--- src/rtl/core/nopa_pkg.sv ---
package nopa_pkg;

    // default configuration of the arbiter
    localparam int NUM_PORTS_DEF  = 5;
    localparam int TIME_WIDTH_DEF = 32;
    localparam int MODE_W         = 2;

    // policy applied when all requesters show the same arrival time
    typedef enum logic [MODE_W-1:0] {
        MODE_EARLIEST = 2'd0,
        MODE_LRU      = 2'd1,
        MODE_RR       = 2'd2,
        MODE_FIXED    = 2'd3
    } t_mode;

    // control handed from the input register to the decision and result stages
    typedef struct packed {
        logic advance;
    } t_stage_ctl;

endpackage

--- src/rtl/core/nopa_ifs.sv ---
// request channel: one word per arbitration
interface nopa_req_if #(
    parameter int NUM_PORTS  = nopa_pkg::NUM_PORTS_DEF,
    parameter int TIME_WIDTH = nopa_pkg::TIME_WIDTH_DEF
);
    logic                                 valid;
    logic                                 ready;
    logic [NUM_PORTS-1:0]                 request_mask;
    logic [NUM_PORTS-1:0][TIME_WIDTH-1:0] arrival;

    modport source (output valid, output request_mask, output arrival, input ready);
    modport sink   (input valid, input request_mask, input arrival, output ready);
endinterface

// grant channel: one word per request word
interface nopa_grant_if #(
    parameter int NUM_PORTS = nopa_pkg::NUM_PORTS_DEF
);
    localparam int PW = $clog2(NUM_PORTS);

    logic          valid;
    logic          ready;
    logic          grant_valid;
    logic [PW-1:0] grant_port;

    modport source (output valid, output grant_valid, output grant_port, input ready);
    modport sink   (input valid, input grant_valid, input grant_port, output ready);
endinterface

// configuration write channel: arbitration mode
interface nopa_cfg_if;
    logic                        valid;
    logic                        ready;
    logic [nopa_pkg::MODE_W-1:0] data;

    modport source (output valid, output data, input ready);
    modport sink   (input valid, input data, output ready);
endinterface

--- src/rtl/core/nopa_in_stage.sv ---
module nopa_in_stage #(
    parameter int NUM_PORTS  = nopa_pkg::NUM_PORTS_DEF,
    parameter int TIME_WIDTH = nopa_pkg::TIME_WIDTH_DEF
) (
    input  logic                                 i_clk,
    input  logic                                 i_rst_n,
    input  logic                                 i_valid,
    output logic                                 o_ready,
    input  logic [NUM_PORTS-1:0]                 i_mask,
    input  logic [NUM_PORTS-1:0][TIME_WIDTH-1:0] i_arrival,
    input  logic                                 i_out_free,
    output nopa_pkg::t_stage_ctl                 o_ctl,
    output logic [NUM_PORTS-1:0]                 o_mask,
    output logic [NUM_PORTS-1:0][TIME_WIDTH-1:0] o_arrival
);
    import nopa_pkg::*;

    logic                                 r_valid;
    logic                                 n_valid;
    logic [NUM_PORTS-1:0]                 r_mask;
    logic [NUM_PORTS-1:0][TIME_WIDTH-1:0] r_arrival;
    logic                                 w_take;

    // advance the held word when the result register can take it
    always_comb begin
        o_ctl.advance = r_valid & i_out_free;
        o_ready       = ~r_valid | i_out_free;
        w_take        = i_valid & o_ready;
        n_valid       = w_take | (r_valid & ~i_out_free);
    end

    always_ff @(posedge i_clk) begin
        if (!i_rst_n) begin
            r_valid <= 1'b0;
        end else begin
            r_valid <= n_valid;
        end
    end

    // capture a new request word
    always_ff @(posedge i_clk) begin
        if (w_take) begin
            r_mask    <= i_mask;
            r_arrival <= i_arrival;
        end
    end

    assign o_mask    = r_mask;
    assign o_arrival = r_arrival;

endmodule

--- src/rtl/core/nopa_arb.sv ---
module nopa_arb #(
    parameter int NUM_PORTS  = nopa_pkg::NUM_PORTS_DEF,
    parameter int TIME_WIDTH = nopa_pkg::TIME_WIDTH_DEF,
    localparam int PW        = $clog2(NUM_PORTS)
) (
    input  logic                                 i_clk,
    input  logic                                 i_rst_n,
    input  nopa_pkg::t_stage_ctl                 i_ctl,
    input  nopa_pkg::t_mode                      i_mode,
    input  logic [NUM_PORTS-1:0]                 i_mask,
    input  logic [NUM_PORTS-1:0][TIME_WIDTH-1:0] i_arrival,
    output logic                                 o_grant_valid,
    output logic [PW-1:0]                        o_grant_port
);
    import nopa_pkg::*;

    localparam int N = NUM_PORTS;

    logic [N-1:0][PW-1:0] r_order;
    logic [N-1:0][PW-1:0] n_order;
    logic [PW-1:0]        r_rr_ptr;
    logic [PW-1:0]        n_rr_ptr;

    logic [N-1:0][N-1:0]  w_lt;
    logic                 w_any;
    logic                 w_differ;
    logic [N-1:0]         w_e_hot;
    logic [PW-1:0]        w_e_win;
    logic [N-1:0]         w_rr_hi;
    logic [N-1:0]         w_rr_hot;
    logic [PW-1:0]        w_rr_win;
    logic [N-1:0]         w_hit;
    logic [N-1:0]         w_o_hot;
    logic [PW-1:0]        w_k_sel;
    logic [PW-1:0]        w_o_win;
    logic                 w_upd_order;
    logic                 w_upd_ptr;

    function automatic logic [PW-1:0] enc(input logic [N-1:0] hot);
        logic [PW-1:0] idx;
        idx = '0;
        for (int i = 0; i < N; i++) begin
            if (hot[i]) begin
                idx = idx | PW'(i);
            end
        end
        return idx;
    endfunction

    function automatic logic [N-1:0] lowest(input logic [N-1:0] x);
        return x & (~x + N'(1));
    endfunction

    // pairwise arrival compares feed both the tie test and the earliest pick
    always_comb begin
        for (int i = 0; i < N; i++) begin
            for (int j = 0; j < N; j++) begin
                w_lt[i][j] = i_arrival[i] < i_arrival[j];
            end
        end
        w_any    = |i_mask;
        w_differ = 1'b0;
        for (int i = 0; i < N; i++) begin
            for (int j = 0; j < N; j++) begin
                w_differ = w_differ | (i_mask[i] & i_mask[j] & w_lt[i][j]);
            end
        end
    end

    // earliest arrival; equal times go to the higher port
    always_comb begin
        for (int i = 0; i < N; i++) begin
            w_e_hot[i] = i_mask[i];
            for (int j = 0; j < N; j++) begin
                if (j != i) begin
                    if (i_mask[j] && !(w_lt[i][j] || (!w_lt[j][i] && (i > j)))) begin
                        w_e_hot[i] = 1'b0;
                    end
                end
            end
        end
        w_e_win = enc(w_e_hot);
    end

    // round robin: first requester at or above the pointer, else wrap
    always_comb begin
        w_rr_hi  = i_mask & ~((N'(1) << r_rr_ptr) - N'(1));
        w_rr_hot = (|w_rr_hi) ? lowest(w_rr_hi) : lowest(i_mask);
        w_rr_win = enc(w_rr_hot);
    end

    // order list walk for lru and fixed
    always_comb begin
        for (int k = 0; k < N; k++) begin
            w_hit[k] = ({1'b0, r_order[k]} < (PW+1)'(N)) && i_mask[r_order[k]];
        end
        w_o_hot = lowest(w_hit);
        w_k_sel = enc(w_o_hot);
        w_o_win = r_order[w_k_sel];
    end

    // choose the grant and the state update
    always_comb begin
        o_grant_valid = 1'b0;
        o_grant_port  = '0;
        w_upd_order   = 1'b0;
        w_upd_ptr     = 1'b0;
        if (w_any) begin
            if (w_differ || i_mode == MODE_EARLIEST) begin
                o_grant_valid = 1'b1;
                o_grant_port  = w_e_win;
            end else begin
                case (i_mode)
                    MODE_RR: begin
                        o_grant_valid = 1'b1;
                        o_grant_port  = w_rr_win;
                        w_upd_ptr     = 1'b1;
                    end
                    MODE_LRU: begin
                        o_grant_valid = |w_hit;
                        o_grant_port  = (|w_hit) ? w_o_win : '0;
                        w_upd_order   = |w_hit;
                    end
                    MODE_FIXED: begin
                        o_grant_valid = |w_hit;
                        o_grant_port  = (|w_hit) ? w_o_win : '0;
                    end
                    default: begin
                        o_grant_valid = 1'b1;
                        o_grant_port  = w_e_win;
                    end
                endcase
            end
        end
    end

    // next pointer and order list: move the lru winner to the end
    always_comb begin
        n_rr_ptr = r_rr_ptr;
        n_order  = r_order;
        if (w_upd_ptr) begin
            n_rr_ptr = (w_rr_win == PW'(N - 1)) ? '0 : w_rr_win + PW'(1);
        end
        if (w_upd_order) begin
            for (int i = 0; i < N - 1; i++) begin
                n_order[i] = (PW'(i) >= w_k_sel) ? r_order[i + 1] : r_order[i];
            end
            n_order[N - 1] = w_o_win;
        end
    end

    always_ff @(posedge i_clk) begin
        if (!i_rst_n) begin
            r_rr_ptr <= '0;
            for (int i = 0; i < N; i++) begin
                r_order[i] <= PW'(i);
            end
        end else if (i_ctl.advance) begin
            r_rr_ptr <= n_rr_ptr;
            r_order  <= n_order;
        end
    end

endmodule

--- src/rtl/core/nopa_out_stage.sv ---
module nopa_out_stage #(
    parameter int NUM_PORTS = nopa_pkg::NUM_PORTS_DEF,
    localparam int PW       = $clog2(NUM_PORTS)
) (
    input  logic                 i_clk,
    input  logic                 i_rst_n,
    input  nopa_pkg::t_stage_ctl i_ctl,
    input  logic                 i_grant_valid,
    input  logic [PW-1:0]        i_grant_port,
    output logic                 o_free,
    output logic                 o_valid,
    input  logic                 i_ready,
    output logic                 o_grant_valid,
    output logic [PW-1:0]        o_grant_port
);
    import nopa_pkg::*;

    logic          r_valid;
    logic          n_valid;
    logic          r_grant_valid;
    logic [PW-1:0] r_grant_port;

    // hold the result until the sink takes it
    always_comb begin
        o_free  = ~r_valid | i_ready;
        n_valid = i_ctl.advance | (r_valid & ~i_ready);
    end

    always_ff @(posedge i_clk) begin
        if (!i_rst_n) begin
            r_valid <= 1'b0;
        end else begin
            r_valid <= n_valid;
        end
    end

    // load a fresh grant word
    always_ff @(posedge i_clk) begin
        if (i_ctl.advance) begin
            r_grant_valid <= i_grant_valid;
            r_grant_port  <= i_grant_port;
        end
    end

    assign o_valid       = r_valid;
    assign o_grant_valid = r_grant_valid;
    assign o_grant_port  = r_grant_port;

endmodule

--- src/rtl/core/noc_output_port_arbiter_top.sv ---
// channel   | dir | handshake     | word
// ----------+-----+---------------+-------------------------------------------
// i_cfg     | in  | valid / ready | data: arbitration mode, 2 bits
// i_req     | in  | valid / ready | request_mask, arrival[NUM_PORTS]
// o_grant   | out | valid / ready | grant_valid, grant_port
//
// One request word per cycle while i_req.ready is high; a grant word passes
// through the input and result registers that sit around the
// single-pass compare and order-list logic.
// Synchronous active-low reset clears both valid flags, the mode (earliest
// first), the order list (identity) and the round-robin pointer (zero).
// A held grant drops i_req.ready once the input register is full; config is always taken.
module noc_output_port_arbiter_top #(
    parameter int NUM_PORTS  = nopa_pkg::NUM_PORTS_DEF,
    parameter int TIME_WIDTH = nopa_pkg::TIME_WIDTH_DEF
) (
    input  logic         i_clk,
    input  logic         i_rst_n,
    nopa_cfg_if.sink     i_cfg,
    nopa_req_if.sink     i_req,
    nopa_grant_if.source o_grant
);
    import nopa_pkg::*;

    localparam int PW = $clog2(NUM_PORTS);

    t_mode                                r_mode;
    t_mode                                n_mode;
    t_stage_ctl                           w_ctl;
    logic [NUM_PORTS-1:0]                 w_mask;
    logic [NUM_PORTS-1:0][TIME_WIDTH-1:0] w_arrival;
    logic                                 w_out_free;
    logic                                 w_grant_valid;
    logic [PW-1:0]                        w_grant_port;

    // mode register, written from the configuration channel
    assign i_cfg.ready = 1'b1;

    always_comb begin
        n_mode = r_mode;
        if (i_cfg.valid) begin
            n_mode = t_mode'(i_cfg.data);
        end
    end

    always_ff @(posedge i_clk) begin
        if (!i_rst_n) begin
            r_mode <= MODE_EARLIEST;
        end else begin
            r_mode <= n_mode;
        end
    end

    nopa_in_stage #(
        .NUM_PORTS  (NUM_PORTS),
        .TIME_WIDTH (TIME_WIDTH)
    ) u_in_stage (
        .i_clk      (i_clk),
        .i_rst_n    (i_rst_n),
        .i_valid    (i_req.valid),
        .o_ready    (i_req.ready),
        .i_mask     (i_req.request_mask),
        .i_arrival  (i_req.arrival),
        .i_out_free (w_out_free),
        .o_ctl      (w_ctl),
        .o_mask     (w_mask),
        .o_arrival  (w_arrival)
    );

    nopa_arb #(
        .NUM_PORTS  (NUM_PORTS),
        .TIME_WIDTH (TIME_WIDTH)
    ) u_arb (
        .i_clk         (i_clk),
        .i_rst_n       (i_rst_n),
        .i_ctl         (w_ctl),
        .i_mode        (r_mode),
        .i_mask        (w_mask),
        .i_arrival     (w_arrival),
        .o_grant_valid (w_grant_valid),
        .o_grant_port  (w_grant_port)
    );

    nopa_out_stage #(
        .NUM_PORTS (NUM_PORTS)
    ) u_out_stage (
        .i_clk         (i_clk),
        .i_rst_n       (i_rst_n),
        .i_ctl         (w_ctl),
        .i_grant_valid (w_grant_valid),
        .i_grant_port  (w_grant_port),
        .o_free        (w_out_free),
        .o_valid       (o_grant.valid),
        .i_ready       (o_grant.ready),
        .o_grant_valid (o_grant.grant_valid),
        .o_grant_port  (o_grant.grant_port)
    );

endmodule

--- src/flat_wrapper.sv ---
// flat-port wrapper written by rule: the top's interface ports become plain ports
module noc_output_port_arbiter_top_flat import nopa_pkg::*;
#(
    parameter int NUM_PORTS  = nopa_pkg::NUM_PORTS_DEF,
    parameter int TIME_WIDTH = nopa_pkg::TIME_WIDTH_DEF
)
  (i_clk, i_rst_n, i_cfg_valid, i_cfg_data, i_cfg_ready, i_req_valid, i_req_request_mask, i_req_arrival, i_req_ready, o_grant_valid, o_grant_grant_valid, o_grant_grant_port, o_grant_ready);
  nopa_cfg_if i_cfg_i ();
  nopa_req_if #(.NUM_PORTS(NUM_PORTS), .TIME_WIDTH(TIME_WIDTH)) i_req_i ();
  nopa_grant_if #(.NUM_PORTS(NUM_PORTS)) o_grant_i ();
  input  logic i_clk;
  input  logic i_rst_n;
  input wire logic [$bits(i_cfg_i.valid)-1:0] i_cfg_valid;
  input wire logic [$bits(i_cfg_i.data)-1:0] i_cfg_data;
  output wire logic [$bits(i_cfg_i.ready)-1:0] i_cfg_ready;
  input wire logic [$bits(i_req_i.valid)-1:0] i_req_valid;
  input wire logic [$bits(i_req_i.request_mask)-1:0] i_req_request_mask;
  input wire logic [$bits(i_req_i.arrival)-1:0] i_req_arrival;
  output wire logic [$bits(i_req_i.ready)-1:0] i_req_ready;
  output wire logic [$bits(o_grant_i.valid)-1:0] o_grant_valid;
  output wire logic [$bits(o_grant_i.grant_valid)-1:0] o_grant_grant_valid;
  output wire logic [$bits(o_grant_i.grant_port)-1:0] o_grant_grant_port;
  input wire logic [$bits(o_grant_i.ready)-1:0] o_grant_ready;
  assign i_cfg_i.valid = i_cfg_valid;
  assign i_cfg_i.data = i_cfg_data;
  assign i_cfg_ready = i_cfg_i.ready;
  assign i_req_i.valid = i_req_valid;
  assign i_req_i.request_mask = i_req_request_mask;
  assign i_req_i.arrival = i_req_arrival;
  assign i_req_ready = i_req_i.ready;
  assign o_grant_valid = o_grant_i.valid;
  assign o_grant_grant_valid = o_grant_i.grant_valid;
  assign o_grant_grant_port = o_grant_i.grant_port;
  assign o_grant_i.ready = o_grant_ready;
  noc_output_port_arbiter_top #(.NUM_PORTS(NUM_PORTS), .TIME_WIDTH(TIME_WIDTH)) u_core (.i_clk(i_clk), .i_rst_n(i_rst_n), .i_cfg(i_cfg_i), .i_req(i_req_i), .o_grant(o_grant_i));
endmodule
--- config.mk ---
export PLATFORM = sky130hd
export DESIGN_NAME = noc_output_port_arbiter_top_flat
export DESIGN_NICKNAME = d
export VERILOG_FILES = /design/src/rtl/core/nopa_pkg.sv /design/src/rtl/core/nopa_ifs.sv /design/src/rtl/core/nopa_in_stage.sv /design/src/rtl/core/nopa_arb.sv /design/src/rtl/core/nopa_out_stage.sv /design/src/rtl/core/noc_output_port_arbiter_top.sv /design/src/flat_wrapper.sv
export SDC_FILE = /design/constraint.sdc
export NUM_CORES = 1
export LEC_CHECK = 0
export BUFFER_PORTS_ARGS = -buffer_cell sky130_fd_sc_hd__buf_2
export CORE_AREA = 2 2 173 175
export CTS_CLUSTER_DIAMETER = 80
export CTS_CLUSTER_SIZE = 24
export DETAILED_ROUTE_END_ITERATION = 6
export DIE_AREA = 0 0 175 177
export GPL_TIMING_DRIVEN = 0
export PLACE_DENSITY = 0.71
export SLEW_MARGIN = 30
export SYNTH_ARGS = -nofsm -noshare
export SYNTH_HDL_FRONTEND = slang
export SYNTH_SLANG_ARGS = --single-unit
--- constraint.sdc ---
create_clock -name i_clk -period 6.68 [get_ports i_clk]
set_input_delay 0.668 -clock i_clk [delete_from_list [all_inputs] [get_ports i_clk]]
set_output_delay 0.668 -clock i_clk [all_outputs]
set_load 0.1 [all_outputs]
==> flow_metrics.tcl <==
set metrics [dict create \
    power_density_nw_per_um2 187 \
    grt_usage 0.255 \
    cts_tree "built" \
    synth_edf_count 169 \
    cts_resized 0 \
    root_buffer "clkbuf_16" \
    drt_first_pass_iters 7 \
    ant_nets 0 \
    clock_path_buffers 2 \
    status "finished clean" \
    synthCells 1396 \
    p_clk_frac 0.324 \
    crit_buf_inv 0 \
    slew_viol_final 0 \
    critPathRequiredTime_ns 7.03 \
    hold_viol 0 \
    cts_made_buffers 17 \
    vias 11711 \
    overflow 0 \
    whs_ns 0.374 \
    grt_pass1_vias 11593 \
    ys_warn_count 0 \
    synth_fa_ha_area_frac 0.279 \
    criticalPathCategory "flop to flop" \
    hold_class "input pin to flop" \
    fin_setup_tns_ns 0 \
    slowest_stage "nor4_1" \
    p_seq_frac 0.470 \
    synth_ff_type "edfxtp_1" \
    p_sw_frac 0.306 \
    crit_fanout 8 \
    synth_xor_area_frac 0 \
    async_flop_share 0 \
    p_int_w 0.00213 \
    start_util 0.493 \
    p_switching_w 0.000938 \
    cts_hold_buffers 0 \
    post_cts.repair.setup_buffers 0 \
    slowest_delay_ns 0.77 \
    place.gp.congestion 0.946 \
    rows 63 \
    syn_to_final_growth_pct 14.0 \
    worst-slew-pin-transition_ns 0.881 \
    antenna_cells 0 \
    leakage_nw 7.38 \
    synthMuxAreaShare 0.0226 \
    max_freq_mhz 261 \
    die_y_um 177 \
    end_kind "flop" \
    io_buffers 176 \
    rsz0062_at_grt "no" \
    synthSimpleGateAreaFrac 0.133 \
    core_um2 29200 \
    synth-seq-cells 191 \
    grt_max_degree 55 \
    cts.sink_count 191 \
    cp_top_family "simple AND/OR/NAND/NOR gates" \
    layout_min_cycle_time_ns 3.83 \
    power_w 0.00306 \
    start_kind "flop" \
    finClkSkew_ns 0.0144 \
    worstSkewPairLatency_ns 0.46 \
    fp.dieW_um 175 \
    drtIter0Drc 878 \
    synth_compound_area_frac 0.140 \
    wl_um 38600 \
    cts-htree-levels 4 \
    synth_nets 1890 \
    dp_hpwl_um 31500 \
    setup_violations 0 \
    vias_per_cell 5.86 \
    crit_arrival_ns 4.18 \
    synth_top_family_by_area "adder cells" \
    antenna_found_initial 0 \
    path_cells "ha_1 -> nand4_1 -> nor4_1 -> nand2_1 -> o211a_1 -> o41ai_2 -> nand2_2 -> or4_1 -> o31a_1" \
    die-area_um2 31000 \
    maxCapViolCount 0 \
    synth_area_um2 14400 \
    layout-drive-gt1-share 0.149 \
    post_drt_wl_per_cell_um 19.3 \
    synth.distinct_cells 71 \
    slew_headroom 0.407 \
    synth-seq-area-share 0.383 \
    nNetsFinal 2088 \
    post-route-period-util 0.573 \
    io_pins 179 \
    drc 0 \
    ir_worst_vdd_mv 0.179 \
    cts.reportedPaths.clkPinSlew_ns 0.08 \
    grt_first_pass_wirelength_um 60800 \
    syn_area_per_cell_um2 10.3 \
    p_comb_frac 0.206 \
]
-- power by group through the flow --
stage | clock network [W] | logic (W) | registers [W]
after global placement | 0 | 0.000586 | 0.00148
after floorplan | 0 | 0.000411 | 0.00145
final | 0.000992 | 0.000632 | 0.00144
after detailed placement | 0 | 0.000621 | 0.00146
after CTS | 0.00101 | 0.000627 | 0.00144
after global routing | 0.00106 | 0.000719 | 0.00145
-- logic make-up (layout without fill, tap and decap cells) --
kind of cell | after synthesis | count (layout)
buffers and inverters | 158 | 369
other | 1 | 1
and+or+nand+nor | 372 | 372
DFF | 191 | 191
adders and majority gates | 322 | 322
muxes | 31 | 31
AOI/OAI and AO/OA | 321 | 321
-- worst paths after layout --
| kind | from | to | slack [ns] | depth (start not counted) |
|---|---|---|---|---|
| setup / recovery | u_core.u_in_stage.o_arrival[123] | u_core.u_arb.r_order[14] | 2.85 | 9 |
| hold / removal | i_req_request_mask[1] | u_core.u_in_stage.o_mask[1] | 0.37 | 1 |
| setup reg to reg | u_core.u_in_stage.o_arrival[123] | u_core.u_arb.r_order[14] | 2.85 | 9 |
| hold reg to reg | u_core.u_arb.r_order[12] | u_core.u_arb.r_order[12] | 0.50 | 2 |
-- area by class of cell --
| cell class | count | area, um^2 |
|---|---|---|
| fillers | 2485 | 12800 |
| multi-input cells | 1047 | 8310 |
| flip-flops and latches | 191 | 5520 |
| repair buffers | 179 | 948 |
| inverters | 143 | 537 |
| well taps | 390 | 488 |
| clock buffers | 18 | 429 |
| clock inverters | 14 | 145 |
| plain buffers | 15 | 63.8 |
-- registers in the layout, summed over array words and instances, names as in the netlist --
name	cells
u_core.u_arb.r_rr_ptr	3
u_core.u_in_stage.r_valid	1
u_core.u_arb.r_order	15
u_core.u_out_stage.o_valid	1
u_core.u_in_stage.o_mask	5
u_core.r_mode	2
u_core.u_out_stage.o_grant_valid	1
u_core.u_in_stage.o_arrival	160
u_core.u_out_stage.o_grant_port	3
-- cell usage after synthesis (5+ instances only) --
| cell type | count | area, um^2 |
|---|---|---|
| dfxtp_1 | 22 | 440 |
| ha_1 | 322 | 4030 |
| nor3b_1 | 5 | 37.5 |
| o21a_1 | 5 | 37.5 |
| nand4_1 | 65 | 407 |
| nand2_1 | 113 | 424 |
| nor3_1 | 17 | 85.1 |
| a221o_1 | 7 | 70.1 |
| a31oi_1 | 9 | 56.3 |
| inv_1 | 142 | 533 |
| a211oi_1 | 12 | 90.1 |
| clkbuf_1 | 9 | 33.8 |
| and2_1 | 5 | 31.3 |
| mux2i_1 | 28 | 280 |
| nor2b_1 | 12 | 75.1 |
| o21ai_0 | 55 | 275 |
| o31ai_1 | 7 | 52.6 |
| o211ai_1 | 18 | 135 |
| and4_1 | 7 | 61.3 |
| nor2_1 | 61 | 229 |
| nor4_1 | 18 | 113 |
| a221oi_1 | 11 | 96.3 |
| a21oi_1 | 143 | 716 |
| nand3_1 | 36 | 180 |
| edfxtp_1 | 169 | 5070 |
| a21o_1 | 11 | 82.6 |
-- metal layers --
metal | track usage | vias to the layer above | routed length, um
met2 | 0.419 | 395 | 17800
li1 | - | 5728 | -
met4 | 0.114 | 0 | 1530
met1 | 0.331 | 5506 | 17200
met3 | 0.0430 | 82 | 2060
met5 | 0 | - | 0
-- cells in the final DEF (no fill, tap or decap), drive strengths merged, types with 5 or more instances in the layout --
cell / Yosys / final
nor3b: 5 / 5
nand2: 114 / 114
inv: 142 / 149
dfxtp: 22 / 22
nor3: 21 / 21
and2: 6 / 6
ha: 322 / 322
nor2: 61 / 61
and4: 7 / 7
a21oi: 143 / 143
o211ai: 18 / 18
mux2i: 28 / 28
a221oi: 11 / 11
clkinv: 1 / 7
nand4: 67 / 67
o21a: 5 / 5
o31ai: 7 / 7
nand3: 36 / 36
buf: 6 / 185
edfxtp: 169 / 169
nor2b: 12 / 12
clkbuf: 9 / 27
o21ai: 57 / 57
a221o: 7 / 7
a211oi: 12 / 12
a21o: 11 / 11
a2111oi: 5 / 5
a31oi: 10 / 10
nor4: 19 / 19
-- through the flow --
step	util	setup WS [ns]	cells	cell area, um^2
after CTS	0.562	2.96	1997	16400
after detailed placement	0.542	2.98	1965	15900
after floorplan	-	0.640	1396	14400
after global routing	0.562	2.64	1997	16400
final	0.562	2.85	1997	16400
after global placement	0.540	0.103	1962	15800
(Power assumes the default switching activity.)
